[src/hw/rtl/mrrm_pkg.sv]
// Shared constants, codes and word types of the receive ring manager.
`timescale 1ns / 1ps

package mrrm_pkg;

   localparam int CHANNELS   = 8;
   localparam int RING_DEPTH = 1024;
   localparam int LINE_MAX   = 16;

   localparam int CHAN_W  = $clog2(CHANNELS);
   localparam int PTR_W   = $clog2(RING_DEPTH);
   localparam int RING_AW = $clog2(CHANNELS * RING_DEPTH);
   localparam int LEN_W   = $clog2(LINE_MAX);

   localparam logic [CHAN_W-1:0] TOP_CHAN = CHAN_W'(CHANNELS - 1);

   localparam logic [7:0] CHAR_CR = 8'h0D;
   localparam logic [7:0] CHAR_LF = 8'h0A;
   localparam logic [7:0] CHAR_G  = 8'h47;
   localparam logic [7:0] CHAR_R  = 8'h52;
   localparam logic [7:0] CHAR_A  = 8'h41;
   localparam logic [7:0] CHAR_B  = 8'h42;

   localparam logic [2:0] FN_RECV   = 3'd0;
   localparam logic [2:0] FN_READ   = 3'd1;
   localparam logic [2:0] FN_OPEN   = 3'd2;
   localparam logic [2:0] FN_CLOSE  = 3'd3;
   localparam logic [2:0] FN_RCLOSE = 3'd4;

   localparam logic [2:0] STS_OK      = 3'd0;
   localparam logic [2:0] STS_FULL    = 3'd1;
   localparam logic [2:0] STS_EMPTY   = 3'd2;
   localparam logic [2:0] STS_NO_CHAN = 3'd3;
   localparam logic [2:0] STS_NOT_OPEN = 3'd4;

   typedef struct packed {
      logic [2:0] func;
      logic [2:0] chan;
      logic [7:0] data_in;
   } req_type;

   typedef struct packed {
      logic [2:0] status;
      logic [7:0] data_out;
      logic [2:0] chan_out;
      logic       send_open;
      logic       send_close;
      logic       grab_request;
   } rsp_type;

   typedef struct packed {
      logic [PTR_W-1:0] rp;
      logic [PTR_W-1:0] wp;
   } ptr_pair_type;

   typedef struct packed {
      logic              rd_en;
      logic [CHAN_W-1:0] rd_addr;
      logic              wr_en;
      logic [CHAN_W-1:0] wr_addr;
      ptr_pair_type      wr_data;
      logic              clr_en;
      logic [CHAN_W-1:0] clr_addr;
   } ptr_ctl_type;

   typedef struct packed {
      logic               rd_en;
      logic [RING_AW-1:0] rd_addr;
      logic               wr_en;
      logic [RING_AW-1:0] wr_addr;
      logic [7:0]         wr_data;
   } ring_ctl_type;

   function automatic logic [PTR_W-1:0] ring_next(input logic [PTR_W-1:0] p);
      logic [PTR_W:0] sum;
      sum = {1'b0, p} + (PTR_W+1)'(1);
      return (sum >= (PTR_W+1)'(RING_DEPTH)) ? '0 : sum[PTR_W-1:0];
   endfunction

   function automatic logic [RING_AW-1:0] ring_addr(input logic [CHAN_W-1:0] ch,
                                                    input logic [PTR_W-1:0]  p);
      return RING_AW'(ch) * RING_AW'(RING_DEPTH) + RING_AW'(p);
   endfunction

endpackage

[src/hw/rtl/mrrm_ptr_table.sv]
// Per-channel read/write pointer memory; entries read as zero until written.
`timescale 1ns / 1ps

module mrrm_ptr_table
   import mrrm_pkg::*;
(
   input  logic         clock,
   input  logic         reset,
   input  ptr_ctl_type  ctl,
   output ptr_pair_type rd_data
);

   ptr_pair_type          mem [CHANNELS];
   logic [CHANNELS-1:0]   valid_ff;
   ptr_pair_type          rd_raw_ff;
   logic                  rd_valid_ff;

   always_ff @(posedge clock) begin
      if (ctl.wr_en) begin
         mem[ctl.wr_addr] <= ctl.wr_data;
      end
      if (ctl.rd_en) begin
         rd_raw_ff <= mem[ctl.rd_addr];
      end
   end

   always_ff @(posedge clock) begin
      if (reset) begin
         valid_ff    <= '0;
         rd_valid_ff <= 1'b0;
      end else begin
         if (ctl.wr_en) begin
            valid_ff[ctl.wr_addr] <= 1'b1;
         end
         // clearing a channel's pointers just drops its valid bit
         if (ctl.clr_en) begin
            valid_ff[ctl.clr_addr] <= 1'b0;
         end
         if (ctl.rd_en) begin
            rd_valid_ff <= valid_ff[ctl.rd_addr];
         end
      end
   end

   assign rd_data = rd_valid_ff ? rd_raw_ff : '0;

endmodule

[config.mk]
export PLATFORM = sky130hd
export DESIGN_NAME = mrrm_ptr_table
export DESIGN_NICKNAME = d
export VERILOG_FILES = /design/src/hw/rtl/mrrm_pkg.sv /design/src/hw/rtl/mrrm_ptr_table.sv
export SDC_FILE = /design/constraint.sdc
export NUM_CORES = 1
export LEC_CHECK = 0
export ABC_AREA = 1
export ABC_CLOCK_PERIOD_IN_PS = 4400
export BUFFER_PORTS_ARGS = -buffer_cell sky130_fd_sc_hd__buf_2
export CELL_PAD_IN_SITES_DETAIL_PLACEMENT = 0
export CELL_PAD_IN_SITES_GLOBAL_PLACEMENT = 1
export CORE_AREA = 2 2 133 135
export CTS_CLUSTER_SIZE = 25
export DETAILED_ROUTE_END_ITERATION = 7
export DIE_AREA = 0 0 135 137
export MAX_ROUTING_LAYER = met4
export PLACE_DENSITY_LB_ADDON = 0.1
export SYNTH_ARGS = -nofsm -noshare
export SYNTH_HDL_FRONTEND = slang
export SYNTH_SLANG_ARGS = --single-unit
[constraint.sdc]
create_clock -name clock -period 4.4 [get_ports clock]
set_clock_uncertainty 0.1 [all_clocks]
set_input_delay 0.88 -clock clock [delete_from_list [all_inputs] [get_ports clock]]
set_output_delay 0.88 -clock clock [all_outputs]
set_load 0.01 [all_outputs]
== Word-level counts from Yosys, hierarchy flattened ==
Memories as Yosys holds them, arrays and structs flattened. A register that Yosys moved wholly into a read port is not among the register bits.
Index checks and enable logic that the tools add are counted.
Word-level totals
  flip-flop bits (word level): 9
  memories kept: 1
  logic and storage cells: 25
  bits of input ports: 34
  memory bits (writable): 160
Operators by class
  reduce and logical (&&, ||, !) cells: 2
  $lt $le $gt $ge: 5
  bitwise logic cells: 3
  mux-type cells: 12
Memories
  mem: depth 8, width 20, rd ports 1, clocked after Yosys merged registers in 1, write ports 1, line mrrm_ptr_table.sv:13  | ptr_pair_type mem [CHANNELS];
Operators with widths (number)
  2-to-1 mux 8 bit: 3
  2-to-1 mux 20 bit: 1
  < comparator 3 x 4 -> 1 bit (second input constant): 3
  bitwise AND 8 bit: 1
  inverter 8 bit: 1
  OR 8 bit: 1
  demux 1 bit (select 3 bit): 2
  greater-or-equal comparator 3 x 1 -> 1 bit (second input constant): 2
  2-to-1 mux 1 bit: 5
  binary-select mux 1 bit (select 3 bit): 1
  logical AND 1 bit: 2

== Longest topological paths before layout ==
  depth after elaboration: 9
  depth in mapped cells: 8
  gate-level depth less buffers: 6

== Worst setup path after synthesis ==
OpenSTA, ideal clock, no wires.
  path kind: input to register
  start: in ctl[27] (netlist bit)
  end: mem mem[4][0] (netlist bit) (enable)
  path buffers: 0
  slack: 1935 ps
  stages: 4
  data arrival time: 1966 ps
  setup time: 398 ps
  data required time: 3902 ps
  cells stage by stage: inv_1 nor2_1 inv_2 nor2_1
On the way
  cells in the longest elaborated chain, start to end: 2
RTL lines
  start, declared: line mrrm_ptr_table.sv:9  | input ptr_ctl_type ctl,
  2-to-1 mux 1 bit: line mrrm_ptr_table.sv:19  | if (ctl.wr_en) begin
  2-to-1 mux 1 bit (not written as such): line mrrm_ptr_table.sv:20  | mem[ctl.wr_addr] <= ctl.wr_data;
  end, declared: line mrrm_ptr_table.sv:13
No other way between the ends.

==> summary.txt <==
Reg clk slew, reported paths = 0.06 ns
CTS Sinks = 189
worst slew pin tran = 1.06 ns
overall routing resource usage = 20.3%
Final Routed Wirelength = 17.0 mm
worst-path maximum fanout = 21
Worst VDD drop = 298 µV
CTS resizes = 0
Final setup viols = 0
Synth Net Count = 631
Layout Nets = 678
via count = 4545
HPWL Detailed = 8.99 mm
I/O Pins = 54
outcome = completed
Post-CTS Setup Repair Bufs = 0
Fin Setup TNS = 0 ns
Synth warnings = 0
CTS tree = yes
slowest stage cell, crit path = dfxtp_1
period utilisation layout = 64.6%
initial core utilization = 44.0%
antenna-violating nets left = 0
drc violations = 0
Chip Width = 135 µm
GP Congestion = 0.736
CP endpoint kind = primary output
Synth cell types = 19
Diodes inserted = 0
CP max stage delay = 0.97 ns
total CTS buffers = 17
CP cell instances = nand2_1, inv_1, buf_2
placed cells = 850
cell chosen for the clock root = clkbuf_16
Port-buffer cells = 53
leak pwr = 3.12 nW
Seq/Total Area, Yosys = 74.4%
endpoints failing hold = 0
Hold Slack = 0.372 ns
worst skew pair latency = 0.43 ns
Cell Area, Synth = 7510 µm²
min-delay worst type = flop to flop
CP Class = flop to primary output
Syn Area/Cell = 12.6 µm²
Max Cap Viol = 0
Final min period = 2.84 ns
vias in the first global route = 4609
Core Area = 17100 µm²
grt ovf = 0
# hold bufs at CTS = 0
Routed wire per std cell = 19.3 µm
first-pass GRT wire length = 26.5 mm
CTS H-tree lvls = 4
Non-Filler Instances = 881
routed vias/inst = 5.16
Slew Limit Fails = 0
synth top area cells = edfxtp_1 72%, nand2_1 4.6%, o21ai_0 4.3%
Final Util = 49.9%
first drt pass iteration count = 4
Syn Inst Count = 597
initial detailed-routing violation count = 259
largest area contributor in the synthesized netlist = edfxtp_1
commonest cells after routing, fill and taps aside = 180 x edfxtp_1, 91 x nand2_1, 70 x nor2_1
RSZ-0062 raised after global routing = no
post-synthesis register bit count = 189
power density over cell area = 448 nW/µm²
critical path launch point type = flop
maximum clock rate = 352 MHz
initial antenna violation count = 0
Rel. slew slack = 29.5%
worst endpoint required time = 3.42 ns
largest net degree at the start of global routing = 85
Total Die Area = 18500 µm²
num rows = 48
layout cells sized above 1 = 17.8%
commonest non-fill, non-tap cell in the layout = edfxtp_1
area delta synth->final = 13.3%
share of the synthesized area in the top cell type = 72.0%
Max Root-Sink Buffers = 2
die height = 137 µm
Worst Path Arrival = 1.86 ns
cell type report:
class / count / area (µm²)
clock inverters: 13 / 150
repair buffers: 60 / 318
multi-input cells: 333 / 1580
flip-flops and latches: 189 / 5590
well taps: 225 / 282
clock buffers: 18 / 429
inverters: 43 / 164
fillers: 1525 / 8550
registers in the layout (all words and copies together) (netlist names):
register	flops
rd_valid_ff	1
valid_ff	8
rd_raw_ff	20
mem	160
worst max-delay path: cells and delay by family, from the launching register on:
family / cells / cell delay [ns]
buf+inv: 2 / 0.31
flops: 1 / 0.97
simple gates: 1 / 0.16
metrics by stage:
step / total power [W] / area (µm²) / worst slack, ns
final: 0.00381 / 8500 / 1.56
after floorplan: 0.00224 / 7510 / 1.94
after detailed placement: 0.00234 / 7930 / 1.77
after global routing: 0.00394 / 8500 / 1.38
after global placement: 0.00234 / 7930 / 1.77
after CTS: 0.00384 / 8500 / 1.47
logic make-up (layout without fill, tap and decap cells):
family                 after synthesis  count (layout)  synth area share (%)
buffers and inverters               75             134                  5.13
AOI/OAI and AO/OA                  134             134                  9.68
and+or+nand+nor                    199             199                  10.8
DFF                                189             189                  74.4
per-layer routing:
layer  vias up  wire, µm  track usage (%)  share of wire, %
met3         4       986             3.44               5.8
met5         -         0                -                 0
met2       112      8180             32.3                48
li1       2201         -                -                 -
met1      2228      7730             26.9                46
met4         0        72             6.66              0.42
worst paths after layout:
kind | start | end | slack [ns] | cells after the start
hold reg to reg | valid_ff[6]$_SDFF_PP0_ | valid_ff[6]$_SDFF_PP0_ | 0.37 | 2
setup / recovery | rd_valid_ff$_SDFFE_PP0P_ | rd_data[12] | 1.56 | 3
hold / removal | valid_ff[6]$_SDFF_PP0_ | valid_ff[6]$_SDFF_PP0_ | 0.37 | 2
setup reg to reg | rd_valid_ff$_SDFFE_PP0P_ | rd_valid_ff$_SDFFE_PP0P_ | 2.92 | 2
where the power goes:
group	switching, W	internal (W)	total, W
clock	0.000631	0.000882	0.00151
sequential	0.0000215	0.00204	0.00206
combinational	0.000164	0.0000692	0.000233
total	0.000816	0.00299	0.00381
cell usage after synthesis:
library cell  instances
o21ai_0              64
o22ai_1              40
o221a_1               1
a21oi_1               5
inv_4                 1
buf_2                12
nor3_1                2
nor2_1               78
clkbuf_1             12
buf_12                3
dfxtp_1               9
o21ai_1              24
nand3_1               8
nand2_1              91
buf_6                 5
inv_2                 1
inv_1                41
edfxtp_1            180
nor2_2               20
Note: power is estimated with default switching activity, not from simulation.
