===== config.mk =====
export PLATFORM = sky130hd
export DESIGN_NAME = mrrm_line_acc
export DESIGN_NICKNAME = d
export VERILOG_FILES = /design/src/hw/rtl/mrrm_pkg.sv /design/src/hw/rtl/mrrm_line_acc.sv
export SDC_FILE = /design/constraint.sdc
export NUM_CORES = 1
export LEC_CHECK = 0
export BUFFER_PORTS_ARGS = -buffer_cell sky130_fd_sc_hd__buf_2
export CAP_MARGIN = 15
export CORE_ASPECT_RATIO = 1.25
export CORE_UTILIZATION = 63
export CTS_CLUSTER_DIAMETER = 100
export CTS_CLUSTER_SIZE = 25
export DETAILED_ROUTE_END_ITERATION = 8
export HOLD_SLACK_MARGIN = 0.05
export PLACE_DENSITY_LB_ADDON = 0.1
export SLEW_MARGIN = 30
export SYNTH_ARGS = -nofsm -noshare
export SYNTH_HDL_FRONTEND = slang
export SYNTH_SLANG_ARGS = --single-unit

===== constraint.sdc =====
create_clock -name clock -period 3.2 [get_ports clock]
set_input_delay 0.64 -clock clock [delete_from_list [all_inputs] [get_ports clock]]
set_output_delay 0.64 -clock clock [all_outputs]
set_load 0.01 [all_outputs]

===== src/hw/rtl/mrrm_pkg.sv =====
// Shared constants, codes and word types of the receive ring manager.
`timescale 1ns / 1ps

package mrrm_pkg;

   localparam int CHANNELS   = 8;
   localparam int RING_DEPTH = 1024;
   localparam int LINE_MAX   = 16;

   localparam int CHAN_W  = $clog2(CHANNELS);
   localparam int PTR_W   = $clog2(RING_DEPTH);
   localparam int RING_AW = $clog2(CHANNELS * RING_DEPTH);
   localparam int LEN_W   = $clog2(LINE_MAX);

   localparam logic [CHAN_W-1:0] TOP_CHAN = CHAN_W'(CHANNELS - 1);

   localparam logic [7:0] CHAR_CR = 8'h0D;
   localparam logic [7:0] CHAR_LF = 8'h0A;
   localparam logic [7:0] CHAR_G  = 8'h47;
   localparam logic [7:0] CHAR_R  = 8'h52;
   localparam logic [7:0] CHAR_A  = 8'h41;
   localparam logic [7:0] CHAR_B  = 8'h42;

   localparam logic [2:0] FN_RECV   = 3'd0;
   localparam logic [2:0] FN_READ   = 3'd1;
   localparam logic [2:0] FN_OPEN   = 3'd2;
   localparam logic [2:0] FN_CLOSE  = 3'd3;
   localparam logic [2:0] FN_RCLOSE = 3'd4;

   localparam logic [2:0] STS_OK      = 3'd0;
   localparam logic [2:0] STS_FULL    = 3'd1;
   localparam logic [2:0] STS_EMPTY   = 3'd2;
   localparam logic [2:0] STS_NO_CHAN = 3'd3;
   localparam logic [2:0] STS_NOT_OPEN = 3'd4;

   typedef struct packed {
      logic [2:0] func;
      logic [2:0] chan;
      logic [7:0] data_in;
   } req_type;

   typedef struct packed {
      logic [2:0] status;
      logic [7:0] data_out;
      logic [2:0] chan_out;
      logic       send_open;
      logic       send_close;
      logic       grab_request;
   } rsp_type;

   typedef struct packed {
      logic [PTR_W-1:0] rp;
      logic [PTR_W-1:0] wp;
   } ptr_pair_type;

   typedef struct packed {
      logic              rd_en;
      logic [CHAN_W-1:0] rd_addr;
      logic              wr_en;
      logic [CHAN_W-1:0] wr_addr;
      ptr_pair_type      wr_data;
      logic              clr_en;
      logic [CHAN_W-1:0] clr_addr;
   } ptr_ctl_type;

   typedef struct packed {
      logic               rd_en;
      logic [RING_AW-1:0] rd_addr;
      logic               wr_en;
      logic [RING_AW-1:0] wr_addr;
      logic [7:0]         wr_data;
   } ring_ctl_type;

   function automatic logic [PTR_W-1:0] ring_next(input logic [PTR_W-1:0] p);
      logic [PTR_W:0] sum;
      sum = {1'b0, p} + (PTR_W+1)'(1);
      return (sum >= (PTR_W+1)'(RING_DEPTH)) ? '0 : sum[PTR_W-1:0];
   endfunction

   function automatic logic [RING_AW-1:0] ring_addr(input logic [CHAN_W-1:0] ch,
                                                    input logic [PTR_W-1:0]  p);
      return RING_AW'(ch) * RING_AW'(RING_DEPTH) + RING_AW'(p);
   endfunction

endpackage


===== src/hw/rtl/mrrm_line_acc.sv =====
// Line accumulator for the top channel: flags lines that start with GRAB.
`timescale 1ns / 1ps

module mrrm_line_acc
   import mrrm_pkg::*;
(
   input  logic       clock,
   input  logic       reset,
   input  logic       feed_en,
   input  logic [7:0] feed_byte,
   output logic       grab
);

   logic [LEN_W-1:0] len_ff, len_in;
   logic [7:0]       prefix_ff [4];
   logic [7:0]       prefix_in [4];
   logic             eol;

   assign eol = (feed_byte == CHAR_CR) || (feed_byte == CHAR_LF);

   always_comb begin
      len_in    = len_ff;
      prefix_in = prefix_ff;
      grab      = 1'b0;
      if (feed_en) begin
         if (eol) begin
            grab = (len_ff >= LEN_W'(4)) && (prefix_ff[0] == CHAR_G) &&
                   (prefix_ff[1] == CHAR_R) && (prefix_ff[2] == CHAR_A) &&
                   (prefix_ff[3] == CHAR_B);
            len_in = '0;
         end else if (len_ff < LEN_W'(LINE_MAX - 1)) begin
            if (len_ff < LEN_W'(4)) begin
               prefix_in[len_ff[1:0]] = feed_byte;
            end
            len_in = len_ff + LEN_W'(1);
         end
      end
   end

   always_ff @(posedge clock) begin
      if (reset) begin
         len_ff <= '0;
         for (int i = 0; i < 4; i++) begin
            prefix_ff[i] <= '0;
         end
      end else begin
         len_ff    <= len_in;
         prefix_ff <= prefix_in;
      end
   end

endmodule


## After elaboration in Yosys (flattened, before gate mapping)

Cells that the tools add are included.

- Bits in registers: 36
- Bits of input ports: 11
- Output and inout bits: 1

- Eq/ne operators: 6
- $lt $le $gt $ge: 5
- Mux-type cells: 7
- Add/sub/neg operators: 1
- Reduce and logical (&&, ||, !) cells: 9
- Bitwise gates (word level): 2

Operators with widths:

| cell | count |
|---|---|
| $bwmux 32 | 1 |
| $eq 8x7->1 const B | 4 |
| $demux 8 s2 | 1 |
| $eq 8x4->1 const B | 2 |
| $mux 4 | 2 |
| $mux 8 | 1 |
| $logic_and 1x1->1 | 5 |
| $add 4x1->4 const B | 1 |
| $ge 4x3->1 const B | 1 |
| $lt 4x3->1 const B | 1 |
| $lt 4x4->1 const B | 1 |
| $reduce_and 4->1 | 1 |
| $ge 3x3->1 const B | 1 |
| $lt 3x1->1 const B | 1 |
| $not 2->3 | 1 |
| $mux 1 | 2 |
| $reduce_and 2->1 | 1 |
| $reduce_bool 2->1 | 1 |
| $logic_or 1x1->1 | 1 |
| $not 1->1 | 1 |

## Logic depth before layout (Yosys ltp)

- Depth after elaboration: 7
- Depth in mapped cells: 5

## Worst setup path after synthesis

No wires, ideal clock.

- Kind: input -> output
- Start point: input port feed_byte[4]
- End point: output port grab
- Slack: 859 ps
- Buffers on the path: 1
- Data required time: 2560 ps
- Cell stages on the path: 4
- Arrival time: 1701 ps
- Cell sequence: nor4_2 > o211ai_2 > buf_6 > nor4_1

- Cells in the longest elaborated chain, start to end: 4

RTL lines:

| what | line | source |
|---|---|---|
| start: declaration | mrrm_line_acc.sv:10 | `input logic [7:0] feed_byte,` |
| $eq 8x4->1 | mrrm_line_acc.sv:19 | `assign eol = (feed_byte == CHAR_CR) \|\| (feed_byte == CHAR_LF);` |
| $logic_or 1x1->1 * | mrrm_line_acc.sv:19 |  |
| $mux 1 * | mrrm_line_acc.sv:26 | `if (eol) begin` |
| $mux 1 * | mrrm_line_acc.sv:25 | `if (feed_en) begin` |
| end: declaration | mrrm_line_acc.sv:11 | `output logic grab` |

Mark *: on every way between the ends. The rest lies on a longest branch, timed or not.

## Worst setup path after layout

- Start point: input port feed_byte[2]
- End point: output port grab

The elaborated chain is that of the path after synthesis.

==> out/results.ini <==
[floorplan]
fp.dieArea_sq_um = 2940
rows = 20
dieHeight_um = 60.4
die_w_um = 48.7
core-area_sq_um = 2500
ioPinCount = 12
start_util_pct = 68.6

[drt]
routed_wirelength_um = 3520
ant_nets = 0
dr.pass1.iters = 4
vias = 1247
drtIter0Drc = 34
drc = 0
post_drt_wl_per_cell_um = 16.9
via_per_inst = 6.00

[synthesis]
yosys-top-cells-area = dfxtp_1 (42%), mux2i_1 (19%), nand2b_1 (15%), ha_1 (2.9%), nor4bb_1 (2.3%)
yosysTopAreaCellShare_pct = 42.0
yosysWarnings = 0
synth.distinct_cells = 31
synth-seq-cells = 36
syn_inst = 163
seq_area_frac_synth_pct = 42.0
yosys.area.top_type = dfxtp_1
syn_nets = 178
postSynthAreaPerCell_sq_um = 10.5
syn_area_sq_um = 1720

[sta]
grt_setup_unrepaired = false
timing.fmax_mhz = 381
skew_ns = 0.00716
setup_tns_ns = 0
tightest_slew_ns = 0.685
fin_crit_sh_pct = 82.0
setup_slack_ns = 0.576
drv_slew = 0
hold_viol = 0
fin_crit_ns = 2.62
slew-limit-headroom_pct = 54.2
setup_violations = 0

[cells_and_area]
num-nets-final = 189
layout_common_cells = nand2b_1 (42), dfxtp_1 (36), mux2i_1 (32), buf_2 (11)
syn2layout_area_growth_pct = 7.14
fillerInstances = 202
multi_input_area_sq_um = 953
final_layout_size_suffix_gt1_share_pct = 15.4
final_common_cell = nand2b_1
insertedDiodeCount = 0
regArea_sq_um = 721

[clocking]
clk_latency_ns = 0.34
clock-sinks = 36
cts_setup_buffers = 0
cts_tree = done
h-tree-depth = 2
cts.repair.resized = 0
root_buffer = clkbuf_4
clockBufferDepth = 2
cts_hold_buf = 0
clk_pin_slew_ns = 0.10
cts_buffers = 5

[global_routing]
overflow = 0
grt_max_degree = 45
grt_pass1_vias = 1281
gr-usage-all-layers_pct = 27.5
grt_pass1_wl_um = 5970
antenna_found_initial = 0

[setup_path]
cp_data_required_time_ns = 2.56
cp.arrival_ns = 1.98
path_class = primary input to primary output
cp-end-kind = primary output
crit_fanout = 13
crit_path_start_kind = primary input

[power]
power.leakage_nw = 0.780
power_per_cell_area_nw_per_um2 = 441
peakVddDrop_mv = 0.366

[placed_design]
portBuffers = 11
gp_routability_congestion = 0.904
dpl_worst_slack_ns = 0.618
dpl.hpwl_um = 2520

[hold_path]
min_path_type = flop to flop

[job]
drv_cap = 0

[outcome]
status = completed

-- through the flow --
| stage | cells | area, sq um | util (%) | total power, W | hold slack, ns |
|---|---|---|---|---|---|
| 2_1_floorplan | 163 | 1720 | - | 0.000541 | 0.444 |
| 3_3_place_gp | 200 | 1780 | 71.1 | 0.000562 | 0.458 |
| 3_5_place_dp | 200 | 1780 | 71.1 | 0.000567 | 0.469 |
| 4_1_cts | 208 | 1840 | 73.5 | 0.000818 | 0.488 |
| 5_1_grt | 208 | 1840 | 73.5 | 0.000840 | 0.500 |
| 6_report | 208 | 1840 | 73.5 | 0.000811 | 0.485 |
-- state kept, by name, summed over array words and instances (netlist names) --
register	cells
len_ff	4
prefix_ff	32
-- metal layers --
layer	vias to the layer above	part of all wire, %	global-route usage [%]
met4	0	2.0	14.7
met2	30	50	48.2
li1	605	-	-
met5	-	0	0
met1	601	45	31.9
met3	11	3.3	6.27
-- layout make-up --
cell class                 instances  area share, %
sequential                        36           39.2
timing repair buffer              11           2.99
inverter                           2          0.408
clock buffer                       6           2.79
clock inverter                     2          0.544
multi-input combinational        118           51.8
tap                               33           2.24
-- critical path, stage by stage --
cell and delay (ns):
buf_2 0.12, nor3b_1 0.31, o211ai_2 0.34, nor4_1 0.38
buf_2 0.18
-- cell usage after synthesis (all sizes together) --
cell type,instances
nand2b,42
dfxtp,36
mux2i,32
nand4,7
clkbuf,5
nand3,5
ha,4
nor4bb,4
nor4,3
a211oi,2
a21oi,2
a31oi,2
and3,2
and4,2
buf,2
inv,2
nand2,2
and3b,1
nand4bb,1
nor2,1
nor3,1
nor3b,1
nor4b,1
o211ai,1
o21ai,1
or4b,1
-- final timing paths --
kind / start / to / slack (ns) / depth (start not counted)
setup / recovery: feed_byte[2] / grab / 0.58 / 5
hold reg to reg: prefix_ff[21] / prefix_ff[21] / 0.49 / 2
hold / removal: prefix_ff[21] / prefix_ff[21] / 0.49 / 2
setup reg to reg: len_ff[3] / prefix_ff[28] / 1.67 / 3
-- where the power goes --
part | switching [W] | internal (W)
clock network | 0.000149 | 0.000105
registers | 0.0000104 | 0.000464
logic | 0.0000446 | 0.0000380
total | 0.000204 | 0.000607
-- cell families (layout without fill, tap and decap cells) --
group / Yosys count / in the layout / share of synthesized area, %
simple gates: 74 / 74 / 30.8
flops: 36 / 36 / 42.0
compound gates: 8 / 8 / 3.21
buf+inv: 9 / 21 / 2.48
mux: 32 / 32 / 18.7
fa+ha+maj: 4 / 4 / 2.92
Note: power is estimated with default switching activity, not from simulation.
